File: src/rtl/core/sfcr_pkg.sv
// Package for the sync frame checksum receiver.
// Holds field widths, codes and the controller/datapath command and status types.
// No dependencies.
`default_nettype none

package sfcr_pkg;

  localparam int unsigned CH_W   = 2;
  localparam int unsigned BYTE_W = 8;
  localparam int unsigned IDX_W  = 6;

  localparam logic [BYTE_W-1:0] SYNC_BYTE = 8'h55;
  localparam logic [CH_W-1:0]   CH_CMD    = 2'd0;

  localparam logic KIND_FRAME = 1'b0;
  localparam logic KIND_CMD   = 1'b1;

  // commands from the controller to the datapath
  typedef struct packed {
    logic accept;      // take the input item this cycle
    logic emit_start;  // restart the readout counter
    logic rd_issue;    // read the frame store at the readout counter
    logic emit_load;   // load the read byte into the output register
  } ctrl_cmd_t;

  // status from the datapath to the controller
  typedef struct packed {
    logic frame_ok;  // input item closes a frame with a good checksum
    logic rd_last;   // readout counter sits on the final frame byte
    logic out_free;  // output register can take a new item this cycle
  } dp_status_t;

endpackage

`default_nettype wire

File: src/rtl/core/sfcr_if.sv
// Channel interfaces of the sync frame checksum receiver.
// Depends on sfcr_pkg for field widths.
`default_nettype none

interface sfcr_in_if;
  import sfcr_pkg::*;

  logic              valid;
  logic              ready;
  logic [CH_W-1:0]   channel;
  logic [BYTE_W-1:0] data_byte;

  modport source (output valid, output channel, output data_byte, input ready);
  modport sink   (input valid, input channel, input data_byte, output ready);
endinterface

interface sfcr_out_if;
  import sfcr_pkg::*;

  logic              valid;
  logic              ready;
  logic              out_kind;
  logic [BYTE_W-1:0] out_byte;
  logic [IDX_W-1:0]  out_index;
  logic              out_last;

  modport source (output valid, output out_kind, output out_byte, output out_index,
                  output out_last, input ready);
  modport sink   (input valid, input out_kind, input out_byte, input out_index,
                  input out_last, output ready);
endinterface

`default_nettype wire

File: src/rtl/core/sync_frame_checksum_receiver.sv
// Sync frame checksum receiver: command bytes pass through, data bytes build
// checksummed frames that are replayed byte by byte. Depends on sfcr_pkg,
// sfcr_if, sfcr_ram, sfcr_ctrl and sfcr_dp.
// A command byte is registered into the output and shows there in the cycle after it is taken.
// Throughput: one item per cycle while no frame is being replayed and the output
// register is free; after a good frame closes, each frame byte is replayed by a store
// read and then an output load, and input is held off until the replay is done.
// Reset: rst_ni clears the assembler and the output valid; the frame store is not reset.
`default_nettype none

module sync_frame_checksum_receiver #(
  parameter int unsigned FRAME_LEN = 16
) (
  input  wire logic  clk_i,
  input  wire logic  rst_ni,
  sfcr_in_if.sink    in_i,
  sfcr_out_if.source out_o
);
  import sfcr_pkg::*;

  ctrl_cmd_t  cmd;
  dp_status_t status;

  // Controller: gate input while the output register is full or a frame
  // replays, and step the replay through the store.
  sfcr_ctrl u_ctrl (
    .clk_i      (clk_i),
    .rst_ni     (rst_ni),
    .in_valid_i (in_i.valid),
    .in_ready_o (in_i.ready),
    .status_i   (status),
    .cmd_o      (cmd)
  );

  // Datapath: sync hunt, running sum, frame store and output register.
  sfcr_dp #(
    .FRAME_LEN (FRAME_LEN)
  ) u_dp (
    .clk_i       (clk_i),
    .rst_ni      (rst_ni),
    .cmd_i       (cmd),
    .status_o    (status),
    .channel_i   (in_i.channel),
    .data_byte_i (in_i.data_byte),
    .out_ready_i (out_o.ready),
    .out_valid_o (out_o.valid),
    .out_kind_o  (out_o.out_kind),
    .out_byte_o  (out_o.out_byte),
    .out_index_o (out_o.out_index),
    .out_last_o  (out_o.out_last)
  );

  // A taken command byte must show up as a command item next cycle.
  a_cmd_passes: assert property (@(posedge clk_i) disable iff (!rst_ni)
    in_i.valid && in_i.ready && (in_i.channel == CH_CMD)
    |=> out_o.valid && (out_o.out_kind == KIND_CMD) && (out_o.out_byte == $past(in_i.data_byte)))
    else $error("command byte not forwarded");

  // Command items always carry index zero and the last flag.
  a_cmd_shape: assert property (@(posedge clk_i) disable iff (!rst_ni)
    out_o.valid && (out_o.out_kind == KIND_CMD)
    |-> out_o.out_last && (out_o.out_index == '0))
    else $error("malformed command item");

  // The last flag of a frame sits exactly on the final frame position.
  a_frame_last: assert property (@(posedge clk_i) disable iff (!rst_ni)
    out_o.valid && (out_o.out_kind == KIND_FRAME)
    |-> (out_o.out_last == (out_o.out_index == IDX_W'(FRAME_LEN - 1))))
    else $error("frame last flag misplaced");

endmodule

`default_nettype wire

File: src/rtl/core/sfcr_ram.sv
// Generic single-write, single-read RAM with registered read data.
// No dependencies.
`default_nettype none

module sfcr_ram #(
  parameter int unsigned WIDTH = 8,
  parameter int unsigned DEPTH = 16
) (
  input  wire logic                     clk_i,
  input  wire logic                     we_i,
  input  wire logic [$clog2(DEPTH)-1:0] waddr_i,
  input  wire logic [WIDTH-1:0]         wdata_i,
  input  wire logic                     re_i,
  input  wire logic [$clog2(DEPTH)-1:0] raddr_i,
  output logic      [WIDTH-1:0]         rdata_o
);

  logic [WIDTH-1:0] mem_q [DEPTH];
  logic [WIDTH-1:0] rdata_q;

  always_ff @(posedge clk_i) begin
    if (we_i) begin
      mem_q[waddr_i] <= wdata_i;
    end
    if (re_i) begin
      rdata_q <= mem_q[raddr_i];
    end
  end

  assign rdata_o = rdata_q;

endmodule

`default_nettype wire

File: src/rtl/core/sfcr_ctrl.sv
// Controller of the sync frame checksum receiver: input gating and frame readout.
// Depends on sfcr_pkg.
`default_nettype none

module sfcr_ctrl (
  input  wire logic                  clk_i,
  input  wire logic                  rst_ni,
  input  wire logic                  in_valid_i,
  output logic                       in_ready_o,
  input  wire sfcr_pkg::dp_status_t  status_i,
  output sfcr_pkg::ctrl_cmd_t        cmd_o
);
  import sfcr_pkg::*;

  localparam logic [1:0] ST_IDLE = 2'd0;
  localparam logic [1:0] ST_READ = 2'd1;
  localparam logic [1:0] ST_LOAD = 2'd2;

  logic [1:0] state_q, state_d;
  logic       in_ready;

  assign in_ready   = (state_q == ST_IDLE) && status_i.out_free;
  assign in_ready_o = in_ready;

  always_comb begin
    state_d          = state_q;
    cmd_o            = '0;
    cmd_o.accept     = in_valid_i && in_ready;
    cmd_o.emit_start = cmd_o.accept && status_i.frame_ok;
    unique case (state_q)
      ST_IDLE: begin
        if (cmd_o.emit_start) begin
          state_d = ST_READ;
        end
      end
      ST_READ: begin
        cmd_o.rd_issue = 1'b1;
        state_d        = ST_LOAD;
      end
      ST_LOAD: begin
        if (status_i.out_free) begin
          cmd_o.emit_load = 1'b1;
          state_d         = status_i.rd_last ? ST_IDLE : ST_READ;
        end
      end
      default: begin
        state_d = ST_IDLE;
      end
    endcase
  end

  always_ff @(posedge clk_i or negedge rst_ni) begin
    if (!rst_ni) begin
      state_q <= ST_IDLE;
    end else begin
      state_q <= state_d;
    end
  end

endmodule

`default_nettype wire

File: src/rtl/core/sfcr_dp.sv
// Datapath of the sync frame checksum receiver: frame assembly, checksum,
// frame store, readout counter and output register. Depends on sfcr_pkg, sfcr_ram.
`default_nettype none

module sfcr_dp #(
  parameter int unsigned FRAME_LEN = 16
) (
  input  wire logic                          clk_i,
  input  wire logic                          rst_ni,
  input  wire sfcr_pkg::ctrl_cmd_t           cmd_i,
  output sfcr_pkg::dp_status_t               status_o,
  input  wire logic [sfcr_pkg::CH_W-1:0]     channel_i,
  input  wire logic [sfcr_pkg::BYTE_W-1:0]   data_byte_i,
  input  wire logic                          out_ready_i,
  output logic                               out_valid_o,
  output logic                               out_kind_o,
  output logic      [sfcr_pkg::BYTE_W-1:0]   out_byte_o,
  output logic      [sfcr_pkg::IDX_W-1:0]    out_index_o,
  output logic                               out_last_o
);
  import sfcr_pkg::*;

  localparam int unsigned          CW       = $clog2(FRAME_LEN);
  localparam logic [CW-1:0]        LAST_POS = CW'(FRAME_LEN - 1);

  logic              collecting_q, collecting_d;
  logic [CW-1:0]     count_q, count_d;
  logic [BYTE_W-1:0] sum_q, sum_d;
  logic [CW-1:0]     rd_idx_q, rd_idx_d;
  logic              out_valid_q, out_valid_d;
  logic              out_kind_q, out_kind_d;
  logic [BYTE_W-1:0] out_byte_q, out_byte_d;
  logic [IDX_W-1:0]  out_index_q, out_index_d;
  logic              out_last_q, out_last_d;

  logic              is_cmd;
  logic              collecting_n;
  logic              store_we;
  logic              at_end;
  logic [BYTE_W-1:0] rd_data;

  assign is_cmd       = (channel_i == CH_CMD);
  assign collecting_n = collecting_q || (data_byte_i == SYNC_BYTE);
  assign at_end       = (count_q == LAST_POS);
  assign store_we     = cmd_i.accept && !is_cmd && collecting_n;

  assign status_o.frame_ok = !is_cmd && collecting_n && at_end && (sum_q == data_byte_i);
  assign status_o.rd_last  = (rd_idx_q == LAST_POS);
  assign status_o.out_free = !out_valid_q || out_ready_i;

  sfcr_ram #(
    .WIDTH (BYTE_W),
    .DEPTH (FRAME_LEN)
  ) u_store (
    .clk_i   (clk_i),
    .we_i    (store_we),
    .waddr_i (count_q),
    .wdata_i (data_byte_i),
    .re_i    (cmd_i.rd_issue),
    .raddr_i (rd_idx_q),
    .rdata_o (rd_data)
  );

  // frame assembly
  always_comb begin
    collecting_d = collecting_q;
    count_d      = count_q;
    sum_d        = sum_q;
    if (cmd_i.accept && !is_cmd && collecting_n) begin
      if (at_end) begin
        collecting_d = 1'b0;
        count_d      = '0;
        sum_d        = '0;
      end else begin
        collecting_d = 1'b1;
        count_d      = count_q + 1'b1;
        sum_d        = sum_q + data_byte_i;
      end
    end
  end

  // readout counter and output register
  always_comb begin
    rd_idx_d    = rd_idx_q;
    out_valid_d = out_valid_q && !out_ready_i;
    out_kind_d  = out_kind_q;
    out_byte_d  = out_byte_q;
    out_index_d = out_index_q;
    out_last_d  = out_last_q;
    if (cmd_i.emit_start) begin
      rd_idx_d = '0;
    end
    if (cmd_i.accept && is_cmd) begin
      out_valid_d = 1'b1;
      out_kind_d  = KIND_CMD;
      out_byte_d  = data_byte_i;
      out_index_d = '0;
      out_last_d  = 1'b1;
    end else if (cmd_i.emit_load) begin
      out_valid_d = 1'b1;
      out_kind_d  = KIND_FRAME;
      out_byte_d  = rd_data;
      out_index_d = IDX_W'(rd_idx_q);
      out_last_d  = (rd_idx_q == LAST_POS);
      rd_idx_d    = rd_idx_q + 1'b1;
    end
  end

  always_ff @(posedge clk_i or negedge rst_ni) begin
    if (!rst_ni) begin
      collecting_q <= 1'b0;
      count_q      <= '0;
      sum_q        <= '0;
      rd_idx_q     <= '0;
      out_valid_q  <= 1'b0;
    end else begin
      collecting_q <= collecting_d;
      count_q      <= count_d;
      sum_q        <= sum_d;
      rd_idx_q     <= rd_idx_d;
      out_valid_q  <= out_valid_d;
    end
  end

  always_ff @(posedge clk_i) begin
    out_kind_q  <= out_kind_d;
    out_byte_q  <= out_byte_d;
    out_index_q <= out_index_d;
    out_last_q  <= out_last_d;
  end

  assign out_valid_o = out_valid_q;
  assign out_kind_o  = out_kind_q;
  assign out_byte_o  = out_byte_q;
  assign out_index_o = out_index_q;
  assign out_last_o  = out_last_q;

endmodule

`default_nettype wire

File: src/flat_wrapper.sv
// flat-port wrapper written by rule: the top's interface ports become plain ports
module sync_frame_checksum_receiver_flat import sfcr_pkg::*;
#(
  parameter int unsigned FRAME_LEN = 16
)
  (clk_i, rst_ni, in_i_valid, in_i_channel, in_i_data_byte, in_i_ready, out_o_valid, out_o_out_kind, out_o_out_byte, out_o_out_index, out_o_out_last, out_o_ready);
  sfcr_in_if in_i_i ();
  sfcr_out_if out_o_i ();
  input  wire logic clk_i;
  input  wire logic rst_ni;
  input wire logic [$bits(in_i_i.valid)-1:0] in_i_valid;
  input wire logic [$bits(in_i_i.channel)-1:0] in_i_channel;
  input wire logic [$bits(in_i_i.data_byte)-1:0] in_i_data_byte;
  output wire logic [$bits(in_i_i.ready)-1:0] in_i_ready;
  output wire logic [$bits(out_o_i.valid)-1:0] out_o_valid;
  output wire logic [$bits(out_o_i.out_kind)-1:0] out_o_out_kind;
  output wire logic [$bits(out_o_i.out_byte)-1:0] out_o_out_byte;
  output wire logic [$bits(out_o_i.out_index)-1:0] out_o_out_index;
  output wire logic [$bits(out_o_i.out_last)-1:0] out_o_out_last;
  input wire logic [$bits(out_o_i.ready)-1:0] out_o_ready;
  assign in_i_i.valid = in_i_valid;
  assign in_i_i.channel = in_i_channel;
  assign in_i_i.data_byte = in_i_data_byte;
  assign in_i_ready = in_i_i.ready;
  assign out_o_valid = out_o_i.valid;
  assign out_o_out_kind = out_o_i.out_kind;
  assign out_o_out_byte = out_o_i.out_byte;
  assign out_o_out_index = out_o_i.out_index;
  assign out_o_out_last = out_o_i.out_last;
  assign out_o_i.ready = out_o_ready;
  sync_frame_checksum_receiver #(.FRAME_LEN(FRAME_LEN)) u_core (.clk_i(clk_i), .rst_ni(rst_ni), .in_i(in_i_i), .out_o(out_o_i));
endmodule
File: config.mk
export PLATFORM = sky130hd
export DESIGN_NAME = sync_frame_checksum_receiver_flat
export DESIGN_NICKNAME = d
export VERILOG_FILES = /design/src/rtl/core/sfcr_pkg.sv /design/src/rtl/core/sfcr_if.sv /design/src/rtl/core/sync_frame_checksum_receiver.sv /design/src/rtl/core/sfcr_ram.sv /design/src/rtl/core/sfcr_ctrl.sv /design/src/rtl/core/sfcr_dp.sv /design/src/flat_wrapper.sv
export SDC_FILE = /design/constraint.sdc
export NUM_CORES = 1
export LEC_CHECK = 0
export ABC_CLOCK_PERIOD_IN_PS = 4100
export CAP_MARGIN = 10
export CORE_MARGIN = 5
export CORE_UTILIZATION = 44
export DETAILED_ROUTE_END_ITERATION = 16
export DONT_BUFFER_PORTS = 1
export PLACE_DENSITY = 0.62
export SKIP_LAST_GASP = 1
export SLEW_MARGIN = 10
export SYNTH_ARGS = -nofsm -noshare
export SYNTH_HDL_FRONTEND = slang
export SYNTH_HIERARCHICAL = 1
export SYNTH_SLANG_ARGS = --single-unit
File: constraint.sdc
create_clock -name clk_i -period 4.1 [get_ports clk_i]
set_input_delay 0.205 -clock clk_i [delete_from_list [all_inputs] [get_ports clk_i]]
set_output_delay 0.205 -clock clk_i [all_outputs]
set_load 0.01 [all_outputs]
---- Word-level counts from Yosys, hierarchy flattened ----
Memories as Yosys holds them, arrays and structs flattened. A register that Yosys moved wholly into a read port is not among the register bits.
Cells that the tools add are included.
cells by class
  $add $sub $neg .......................... 3
  eq/ne operators ......................... 8
  mux-type cells .......................... 19
  reductions and logical operators ........ 19
operators with widths
  operator               count
  $mux W8                3
  $mux W4                4
  $logic_and A1 B1 Y1    10
  $mux W1                9
  $add A4 B1 Y4 const B  2
  $add A8 B8 Y8          1
  $eq A4 B4 Y1 const B   2
  $eq A8 B7 Y1 const B   1
  $eq A8 B8 Y1           1
  $pmux W2 S3            1
  $logic_not A2 Y1       2
  $mux W2                2
  $logic_not A1 Y1       3
  $eq A2 B1 Y1 const B   1
  $eq A2 B2 Y1 const B   1
  $logic_or A1 B1 Y1     2
  $ne A2 B1 Y1 const B   1
  $ne A2 B2 Y1 const B   1
  $reduce_and A2 Y1      1
  $reduce_bool A2 Y1     1
storage, ports and cells
  register bits after elaboration ......... 34
  bits in writable memories ............... 128
  input bits .............................. 14
  output and inout port bits .............. 18
  logic and storage cells ................. 60
  memories kept ........................... 1
memories
  name                       words  width  rd ports  clocked after memory_dff  write ports  line            text
  u_core.u_dp.u_store.mem_q  16     8      1         1                         1            sfcr_ram.sv:18  logic [WIDTH-1:0] mem_q [DEPTH];

---- Depth between registers and ports, before layout ----
Gate-level depths: netlist of run 1.
  depth after elaboration ................. 9
  depth in mapped cells ................... 8
  mapped depth without buffers ............ 8

---- Cells and area by module ----
The synthesis of run 1 kept the hierarchy.
by module, submodules not included
  module     instances  cells an instance  area an instance (um^2)
  sfcr_ram   1          229                5227.5
  sfcr_dp    1          174                1721.7
  sfcr_ctrl  1          15                 136.4

---- Worst setup path before layout of run 1 ----
Ideal clock, no wire load.
  path kind ............................... reg2reg
  start point ............................. register u_core.u_dp.out_valid_q (netlist: u_core/u_dp/out_valid_o)
  end point ............................... memory u_core.u_dp.u_store.mem_q[0][0] (enable)
  setup time .............................. 383 ps
  arrival ................................. 2143 ps
  data required time ...................... 3717 ps
  setup slack ............................. 1574 ps
  cell stages (with the launch flop) ...... 7
  path buffers ............................ 0
  period minus slack after synthesis ...... 2526 ps
  path through ............................ dfrtp_1 -> nand2b_1 -> and4bb_2 -> o211ai_4 -> inv_2 -> or3b_2 -> nor3_1
RTL lines
  item                      line            text
  start: declaration        sfcr_dp.sv:30   logic out_valid_q, out_valid_d;
  start signal: assignment  sfcr_dp.sv:121  out_valid_q <= out_valid_d;
  end: declaration          sfcr_ram.sv:18

==> impl_metrics.ini, run 1 <==
[finish]
num-nets-final = 459
area_growth_pct = 11.74
final_common_cell = edfxtp_1
layout_common_cells = edfxtp_1 (144), nand2_1 (51), nor2_1 (22)
drive_gt1_share_pct = 14.73

[floorplan]
rows = 46
initial_core_util_pct = 44.77
core_um2 = 15830
io-pin-count = 32
die_w_um = 136.9
die_y_um = 136.9
dieArea_um2 = 18740

[power_and_ir_drop]
power_density_nw_per_um2 = 659.4
power.switching_mw = 1.645
seqPwrFrac_pct = 46.8
p_leak_nw = 2.728
power_frac_comb_pct = 25.6
p_int_mw = 3.575
vdd_ir_drop_max_mv = 0.3706
clkPwrFrac_pct = 27.6
netSwitchingFraction_pct = 31.52

[critical_path]
start_kind = flip-flop
r2r_start = u_core/u_dp/out_valid_o$_DFF_PN0_
path_max_fanout = 15
endpoint = u_core/u_dp/u_store/mem_q[3][2]$_DFFE_PP_
path_cells = nand2b_1 > and4bb_2 > o211ai_4 > inv_2 > or3b_2 > nor2_1
cp_slowest_stage_delay_ns = 0.60
critPathKind = reg2reg
crit_arrival_ns = 2.85
r2r.worst_path.cells = 6
end_kind = flip-flop
required_ns = 4.15
r2r-end = u_core/u_dp/u_store/mem_q[3][2]$_DFFE_PP_
rrSetupSlack_ns = 1.30
crit_start = u_core/u_dp/out_valid_o$_DFF_PN0_
slowest_stage = nor2_1

[job]
drv_cap = 0

[synthesis]
netlist_instances = 418
yosysWarnings = 6
synth_edf_count = 144
ys_ff_latch = 170
ys.flop_type = edfxtp_1
syn_area_um2 = 7086
yosysSeqAreaShare_pct = 69.79
async_flop_share_pct = 11.76
synth_cell_types = 54
avgSynthCellArea_um2 = 16.95

[timing]
min_period_over_period_pct = 68.25
setup_viol = 0
finalHoldViolations = 0
max_freq_mhz = 357.3
tns_ns = 0
tightest_slew_ns = 1.115
max-slew-margin-rel_pct = 25.09
finalMaxSlewViolations = 0
skew_ns = 0.01035
hold_ws_ns = 0.08148
post-route-min-period_ns = 2.798
rsz0062_at_grt = false

[placement]
io_buffers = 0
finalWeightedCongestion = 0.8051
hpwl_mm = 9.172

[min_path]
min_path_type = in2reg

[clocking]
clkLatencyLatePin_ns = 0.42
cts_tree = yes
cts_buffers = 17
h-tree-depth = 4
cts_root_buf = clkbuf_16
clockBufferDepth = 2
post_cts_buffers = 0
clock_sink_count = 170
clk_pin_slew_ns = 0.06

[global_routing]
grt_max_degree = 37
grt-ovfl-total = 0
grt_pass1_vias = 3754
antenna_found_initial = 2
grt_usage_pct = 16.60
grt_pass1_wl_mm = 22.22

[drt]
vias_per_cell = 5.549
totalWireLength_mm = 14.43
vias = 3690
drtPass1Iterations = 4
drt_iter0_drc = 209
final_antenna_net_count = 0
drc = 0
wl_per_cell_um = 21.71

[status]
outcome = completed
## timing repair
action	4_1_cts	5_1_grt
gates resized for setup	0	0
hold endpoints to repair	157	0
hold buffers	10	0
## synthesized netlist by cell type (all sizes together), types with 3 or more instances
cell | count | area share, %
a22oi | 16 | 1.7
mux4 | 32 | 11
a21o | 3 | 0.32
a21oi | 7 | 0.49
nand3b | 4 | 0.42
ha | 9 | 1.6
buf | 11 | 1.2
xor2 | 3 | 0.37
mux2i | 6 | 0.85
edfxtp | 144 | 61
dfxtp | 6 | 1.7
nand2 | 51 | 2.7
dfrtp | 20 | 7.1
xnor2 | 6 | 0.74
nor3 | 5 | 0.35
a22o | 3 | 0.37
and2 | 4 | 0.37
o21ai | 8 | 0.62
clkbuf | 3 | 0.16
nor3b | 3 | 0.32
nand2b | 7 | 0.62
nand3 | 6 | 0.42
o31ai | 3 | 0.32
clkdlybuf4s25 | 3 | 0.42
nor2 | 23 | 1.3
inv | 6 | 0.32
## layer usage
layer | vias up | track usage (%) | part of all wire, %
li1 | 1677 | - | -
met1 | 1909 | 22.40 | 44
met2 | 87 | 27.30 | 51
met3 | 17 | 3.787 | 3.9
met4 | 0 | 4.656 | 1.0
met5 | - | 0 | 0
## power by group through the flow
stage	sequential [mW]	combinational (mW)	clock (mW)
after floorplan	2.32	1.15	0
after global placement	2.47	1.29	0
after detailed placement	2.49	1.31	0
after CTS	2.45	1.35	1.48
after global routing	2.48	1.47	1.55
final	2.44	1.33	1.44
## cell type report
| class | instances | area (um^2) |
|---|---|---|
| Fill cell | 1289 | 7910 |
| Sequential cell | 170 | 4947 |
| Multi-Input combinational cell | 226 | 2002 |
| Clock buffer | 20 | 446.7 |
| Tap cell | 216 | 270.3 |
| Timing Repair Buffer | 14 | 130.1 |
| Clock inverter | 12 | 96.34 |
| Inverter | 6 | 22.52 |
| Antenna cell | 1 | 2.502 |
## flip-flops by register name, indices dropped and copies added, names as in the netlist
name,cells
u_core/u_ctrl/state_q,2
u_core/u_dp/collecting_q,1
u_core/u_dp/count_q,4
u_core/u_dp/out_byte_o,8
u_core/u_dp/out_index_o,4
u_core/u_dp/out_kind_o,1
u_core/u_dp/out_last_o,1
u_core/u_dp/out_valid_o,1
u_core/u_dp/rd_idx_q,4
u_core/u_dp/sum_q,8
u_core/u_dp/u_store/mem_q,128
u_core/u_dp/u_store/rdata_o,8
## kinds of logic after synthesis
family | share of synthesized area [%]
multiplexers | 11.92
other | 0.05292
adder cells (fa/ha/maj) | 1.872
AND/OR/NAND/NOR | 8.176
buffers and inverters | 2.084
AO/OA/AOI/OAI | 4.997
XOR/XNOR | 1.113
flip-flops | 69.79
## critical path: cells and delay by family, from the launching register on
kind / cells / cell delay, ns
AOI/OAI and AO/OA: 1 / 0.18
DFF: 1 / 0.42
and+or+nand+nor: 4 / 1.62
buffers and inverters: 1 / 0.20
## metrics by stage
stage | setup WS, ns | cell area [um^2] | std cells | utilization, % | power [mW]
after global placement | 1.407 | 7267 | 622 | 45.91 | 3.761
after floorplan | 1.574 | 7089 | 419 | - | 3.463
after global routing | 1.168 | 7915 | 664 | 50.01 | 5.495
after detailed placement | 1.293 | 7267 | 622 | 45.91 | 3.800
after CTS | 1.283 | 7910 | 664 | 49.98 | 5.278
final | 1.302 | 7918 | 665 | 50.02 | 5.221
## worst min-delay path by stage
stage          depth (start not counted)  slack (ns)                                    to              start
2_1_floorplan                          0       -0.09  u_core/u_ctrl/state_q[0]$_DFFE_PN0P_             rst_ni
3_3_place_gp                           0       -0.09      u_core/u_dp/sum_q[5]$_DFFE_PN0P_             rst_ni
3_5_place_dp                           0       -0.09      u_core/u_dp/sum_q[5]$_DFFE_PN0P_             rst_ni
4_1_cts                                2        0.07     u_core/u_dp/out_valid_o$_DFF_PN0_        out_o_ready
5_1_grt                                3        0.09      u_core/u_dp/sum_q[0]$_DFFE_PN0P_  in_i_data_byte[0]
6_report                               3        0.08      u_core/u_dp/sum_q[0]$_DFFE_PN0P_  in_i_data_byte[0]
No activity file was read; power rests on OpenSTA's default activity.
==> run 2: changes to the inputs <==
--- a/config.mk
+++ b/config.mk
@@ -5,7 +5,8 @@
 export SDC_FILE = /design/constraint.sdc
 export NUM_CORES = 1
 export LEC_CHECK = 0
-export ABC_CLOCK_PERIOD_IN_PS = 4100
+export ABC_AREA = 1
+export ABC_CLOCK_PERIOD_IN_PS = 2870
 export CAP_MARGIN = 10
 export CORE_MARGIN = 5
 export CORE_UTILIZATION = 44
==> constraint.sdc (replaced) <==
create_clock -name clk_i -period 2.87 [get_ports clk_i]
set_input_delay 0.1435 -clock clk_i [delete_from_list [all_inputs] [get_ports clk_i]]
set_output_delay 0.1435 -clock clk_i [all_outputs]
set_load 0.01 [all_outputs]
==> run 2 against run 1 <==
Effect of this change: final cell count increased by 58%; synthesized cell count up 88%; total power up 52%; synthesized area increased by 9.5%; utilization up 0.12 points; critical endpoint is now u_core/u_dp/u_store/mem_q[14][0]$_DFFE_PP_; largest cell class unchanged.
==> impl_metrics.ini, run 2 <==
[status]
outcome = completed

[power_and_ir_drop]
vdd_ir_drop_max_mv = 0.4460
clkPwrFrac_pct = 26.5
p_int_mw = 5.030
power_density_nw_per_um2 = 913.0
p_leak_nw = 3.834
netSwitchingFraction_pct = 36.48
power.switching_mw = 2.889
power_frac_comb_pct = 31.8
seqPwrFrac_pct = 41.6

[finish]
largest_reg_flops = 128
largest_register = u_core/u_dp/u_store/mem_q
diodes = 0
num-nets-final = 836
fill_cells = 1566
final_common_cell = nand2_1
seq_area_um2 = 4946
area_growth_pct = 11.77
drive_gt1_share_pct = 8.242
multi_input_area_um2 = 2097
layout_common_cells = nand2_1 (248), edfxtp_1 (144), inv_1 (132)
fin_cells = 1050

[clocking]
clockBufferDepth = 2
cts_tree = yes
clk_pin_slew_ns = 0.07
h-tree-depth = 4
post_cts_buffers = 0
cts_buffers = 17
post_cts_resized = 0
clock_sink_count = 170
cts_root_buf = clkbuf_16
clkLatencyLatePin_ns = 0.42
cts_hold_buffers = 11

[timing]
tightest_slew_ns = 0.9599
setup_viol = 0
min_period_over_period_pct = 84.46
tns_ns = 0
max-slew-margin-rel_pct = 35.79
finalMaxSlewViolations = 0
rsz0062_at_grt = false
max_freq_mhz = 412.5
finalHoldViolations = 0
hold_ws_ns = 0.008984
skew_ns = 0.009187
post-route-min-period_ns = 2.424

[min_path]
min_path_type = in2reg

[synthesis]
synthTopCellsByCount = nand2_1 (248), edfxtp_1 (144), inv_1 (132)
ys_ff_latch = 170
syn_area_um2 = 7760
synth_edf_count = 144
synth_cell_types = 37
yosysWarnings = 6
netlist_instances = 787
async_flop_share_pct = 11.76
ys.flop_type = edfxtp_1
synth_top_area_share_pct = 55.72
yosysTopAreaCell = edfxtp_1
yosysSeqAreaShare_pct = 63.72
post-synth-top-count-cell = nand2_1
synth.area.top_cells = edfxtp_1 (56%), nand2_1 (12%), nand3_1 (7.1%)
avgSynthCellArea_um2 = 9.860

[floorplan]
die_w_um = 142.8
core_um2 = 17300
rows = 48
io-pin-count = 32
dieArea_um2 = 20390
die_y_um = 142.8
initial_core_util_pct = 44.86

[drt]
drtPass1Iterations = 5
drt_iter0_drc = 423
totalWireLength_mm = 18.06
wl_per_cell_um = 17.20
final_antenna_net_count = 0
vias_per_cell = 4.893
drc = 0
vias = 5138

[global_routing]
grt-ovfl-total = 0
grt_usage_pct = 18.79
grt_pass1_vias = 4911
antenna_found_initial = 0
grt_max_degree = 49
grt_pass1_wl_mm = 28.27

[placement]
io_buffers = 0
dp.cells = 1007
finalWeightedCongestion = 0.8498
hpwl_mm = 11.15

[critical_path]
crit_arrival_ns = 2.56
end_kind = flip-flop
required_ns = 3.00
start_kind = flip-flop
cp_common_cell = inv_1
critPathKind = reg2reg
path_max_fanout = 7
slowest_stage = dfrtp_1
path_cells = nand2_1 > inv_1 > nor3b_1 > inv_1 > nor2_1 > nand2_4 > inv_1 > nand3_1 > nor2_1 > buf_4
cpLargestDelayFamily = simple AND/OR/NAND/NOR gates
worstPathBufferInverterCount = 4
cp_slowest_stage_delay_ns = 0.42

[job]
drv_cap = 0
[run 2: changes by cell type after synthesis, moves of 4 or more]
cell	before	now
mux4_2	18	0
nand2_1	51	248
nand3_1	6	110
nor2_1	22	28
inv_1	5	132
inv_2	1	5
a22oi_1	16	2
nand2b_1	7	0
mux2i_1	6	0
buf_2	4	14
o21ai_0	4	12
mux4_1	14	0
[run 2: logic make-up (layout without fill, tap and decap cells)]
group,Yosys count,after routing,share of synthesized area (%)
compound gates,26,26,1.886
xor+xnor,7,7,0.7901
fa+ha+maj,10,10,1.709
buf+inv,166,203,9.303
flops,170,170,63.72
other cells,1,2,0.04833
simple gates,407,407,22.54
[run 2: metrics by stage]
stage          instance area [um^2]  util (%)  power, mW  setup slack [ns]
2_1_floorplan                  7764         -      5.203            0.6110
3_3_place_gp                   8024     46.39      5.777            0.4587
3_5_place_dp                   8024     46.39      5.794            0.4776
4_1_cts                        8673     50.14      7.949            0.4628
5_1_grt                        8673     50.14      8.409            0.3095
6_report                       8673     50.14      7.919            0.4459
[run 2: area by class of cell]
type                            instances  area share (%)
Tap cell                              225           3.246
Multi-Input combinational cell        452           24.18
Sequential cell                       170           57.03
Clock inverter                         12           1.183
Inverter                              137           5.929
Timing Repair Buffer                   34           3.404
Clock buffer                           20           5.035
[run 2: path summary, 6_finish.rpt]
path	from	to	slack, ns	depth (start not counted)
min reg2reg	u_core/u_dp/sum_q[6]$_DFFE_PN0P_	u_core/u_dp/sum_q[6]$_DFFE_PN0P_	0.48	2
max reg2reg	u_core/u_dp/out_valid_o$_DFF_PN0_	u_core/u_dp/u_store/mem_q[14][0]$_DFFE_PP_	0.45	10
min	in_i_data_byte[0]	u_core/u_dp/sum_q[0]$_DFFE_PN0P_	0.009	3
min in group asynchronous	rst_ni	u_core/u_dp/sum_q[6]$_DFFE_PN0P_	0.32	1
max in group asynchronous	rst_ni	u_core/u_dp/rd_idx_q[0]$_DFF_PN0_	1.90	1
max	u_core/u_dp/out_valid_o$_DFF_PN0_	u_core/u_dp/u_store/mem_q[14][0]$_DFFE_PP_	0.45	10
[run 2: power by group through the flow]
stage / clock network, mW / logic (mW) / registers [mW]
after floorplan: 0 / 1.92 / 3.29
after global placement: 0 / 2.43 / 3.35
after detailed placement: 0 / 2.44 / 3.35
after CTS: 2.14 / 2.51 / 3.30
after global routing: 2.26 / 2.82 / 3.33
final: 2.10 / 2.52 / 3.30
[run 2: worst min-delay path, delay by kind of cell]
kind	cells	cell delay, ns
adders and majority gates	1	0.15
and+or+nand+nor	2	0.11
[run 2: routing by layer]
layer	up-vias	share of wire, %	track usage [%]
li1	2583	-	-
met1	2401	46	26.53
met2	125	46	28.59
met3	29	5.1	4.454
met4	0	2.8	6.703
met5	-	0	0
==> run 3: changes to the inputs <==
--- a/config.mk
+++ b/config.mk
@@ -6,13 +6,13 @@
 export NUM_CORES = 1
 export LEC_CHECK = 0
 export ABC_AREA = 1
-export ABC_CLOCK_PERIOD_IN_PS = 2870
+export ABC_CLOCK_PERIOD_IN_PS = 2200
 export CAP_MARGIN = 10
 export CORE_MARGIN = 5
 export CORE_UTILIZATION = 44
 export DETAILED_ROUTE_END_ITERATION = 16
 export DONT_BUFFER_PORTS = 1
-export PLACE_DENSITY = 0.62
+export PLACE_DENSITY = 0.64
 export SKIP_LAST_GASP = 1
 export SLEW_MARGIN = 10
 export SYNTH_ARGS = -nofsm -noshare
==> constraint.sdc (replaced) <==
create_clock -name clk_i -period 2.2 [get_ports clk_i]
set_input_delay 0.11 -clock clk_i [delete_from_list [all_inputs] [get_ports clk_i]]
set_output_delay 0.11 -clock clk_i [all_outputs]
set_load 0.01 [all_outputs]
==> run 3 against run 2 <==
Effect of this change: wire length up 3.3%; combinational power up 42%; fmax grew 19%; die area did not move; non-clock buffer count rose by 16; critical endpoint is now u_core/u_ctrl/state_q[0]$_DFFE_PN0P_; largest cell class unchanged.
==> impl_metrics.ini, run 3 (synthesis results as in run 2) <==
[finish]
largest_reg_flops = 128
largest_register = u_core/u_dp/u_store/mem_q
area_growth_pct = 15.61
fin_cells = 1066
fin_area_um2 = 8971
final_common_cell = nand2_1
drive_gt1_share_pct = 10.82
num-nets-final = 852
fin_util_pct = 51.87
layout_common_cells = nand2_1 (248), edfxtp_1 (144), inv_1 (131)
diodes = 0

[critical_path]
path_depth = 7
cp_slowest_stage_delay_ns = 0.56
cpLargestDelayFamily = simple AND/OR/NAND/NOR gates
required_ns = 2.56
critPathKind = reg2reg
slowest_stage = dlygate4sd3_1
r2r.worst_path.cells = 7
worstPathBufferInverterCount = 1
end_kind = flip-flop
crit_arrival_ns = 2.39
crit_start = u_core/u_dp/sum_q[2]$_DFFE_PN0P_
r2r_start = u_core/u_dp/sum_q[2]$_DFFE_PN0P_
path_cells = ha_2 > nor4_2 > nand4_1 > nor2_2 > a31oi_1 > dlygate4sd3_1 > nor2_1
start_kind = flip-flop
path_max_fanout = 6

[timing]
rsz0062_at_grt = false
max_freq_mhz = 492.0
setup_viol = 0
tns_ns = 0
finalHoldViolations = 0
tightest_slew_ns = 1.004
max-slew-margin-rel_pct = 32.84
post-route-min-period_ns = 2.033
skew_ns = 0.01041
min_period_over_period_pct = 92.39
finalMaxSlewViolations = 0

[global_routing]
grt_pass1_vias = 5056
grt_max_degree = 69
antenna_found_initial = 1
grt_usage_pct = 19.19
grt-ovfl-total = 0
grt_pass1_wl_mm = 28.73

[floorplan]
dieArea_um2 = 20390
rows = 48
die_w_um = 142.8
die_y_um = 142.8
initial_core_util_pct = 44.86
core_um2 = 17300
io-pin-count = 32

[power_and_ir_drop]
power.switching_mw = 3.832
clkPwrFrac_pct = 28.8
vdd_ir_drop_max_mv = 0.6265
p_total_mw = 11.02
netSwitchingFraction_pct = 34.78
power_frac_comb_pct = 32.6
seqPwrFrac_pct = 38.6
p_leak_nw = 3.955
power_density_nw_per_um2 = 1228
p_int_mw = 7.187

[min_path]
worstHoldStart = in_i_data_byte[7]
min_path_type = in2reg
holdPathStages = 4

[job]
drv_cap = 0

[clocking]
cts_tree = yes
clockBufferDepth = 2
clock_sink_count = 170
post_cts_buffers = 0
clk_pin_slew_ns = 0.07
cts_buffers = 17
cts_root_buf = clkbuf_16
clkLatencyLatePin_ns = 0.43
h-tree-depth = 4

[placement]
dp.cells = 1017
finalWeightedCongestion = 0.8062
hpwl_mm = 11.25
io_buffers = 0
placed_area_um2 = 8134

[status]
outcome = completed

[drt]
drt_iter0_drc = 536
vias_per_cell = 4.959
wl_per_cell_um = 17.51
final_antenna_net_count = 0
drc = 0
drtPass1Iterations = 5
totalWireLength_mm = 18.66
vias = 5286
-- run 3: changes by cell type in the layout (fill, tap and decap cells not counted), moves of 3 or more --
cell,previous run,this run
buf_4,22,30
nor2_1,28,21
ha_1,9,6
ha_2,0,3
nor2_2,3,9
bufinv_16,1,5
dlygate4sd3_1,11,17
-- run 3: path summary, 6_finish.rpt --
| check | endpoint | slack, ns |
|---|---|---|
| worst max-delay path | u_core/u_ctrl/state_q[0]$_DFFE_PN0P_ | 0.17 |
| worst min-delay path | u_core/u_dp/sum_q[7]$_DFFE_PN0P_ | 0.02 |
| worst max register to register | u_core/u_ctrl/state_q[0]$_DFFE_PN0P_ | 0.17 |
| worst min register to register | u_core/u_dp/sum_q[3]$_DFFE_PN0P_ | 0.49 |
| max in group asynchronous | u_core/u_dp/rd_idx_q[0]$_DFF_PN0_ | 1.31 |
| min in group asynchronous | u_core/u_dp/sum_q[3]$_DFFE_PN0P_ | 0.26 |
-- run 3: layout make-up --
class / count / area, um^2
fill: 1540 / 8325
clock inverter: 14 / 202.7
inverter: 137 / 518.0
multi-input combinational: 452 / 2138
timing repair buffer: 50 / 455.4
tap: 225 / 281.5
sequential: 170 / 4946
clock buffer: 18 / 429.2
-- run 3: through the flow --
| stage | worst slack, ns | hold slack [ns] |
|---|---|---|
| after floorplan | -0.05897 | -0.1856 |
| after global placement | 0.05720 | -0.1850 |
| after detailed placement | 0.04376 | -0.1849 |
| after CTS | 0.01822 | 0.005972 |
| after global routing | 0.01823 | 0.04831 |
| final | 0.1673 | 0.01791 |
-- run 3: what timing repair did --
action,in CTS,in global routing
hold buffers,17,0
endpoints found under the setup margin,0,129
hold endpoints to repair,160,0
gates resized for setup,0,10
-- run 3: layer usage --
layer | share of wire, % | global-route usage (%)
met1 | 44 | 26.11
met2 | 49 | 31.60
met4 | 1.4 | 5.603
met3 | 5.7 | 3.617
met5 | 0 | 0
-- run 3: worst reg2reg max path, cell delays in order (launching register included) --
cell and delay [ns]:
dfrtp_1 0.38, ha_2 0.32, nor4_2 0.29, nand4_1 0.13
nor2_2 0.11, a31oi_1 0.08, dlygate4sd3_1 0.56, nor2_1 0.09
-- run 3: power groups by stage --
stage / sequential [mW] / combinational [mW] / clock, mW
after floorplan: 4.29 / 2.51 / 0
after global placement: 4.32 / 3.38 / 0
after detailed placement: 4.33 / 3.40 / 0
after CTS: 4.27 / 3.53 / 3.21
after global routing: 4.30 / 4.03 / 3.35
final: 4.26 / 3.59 / 3.17
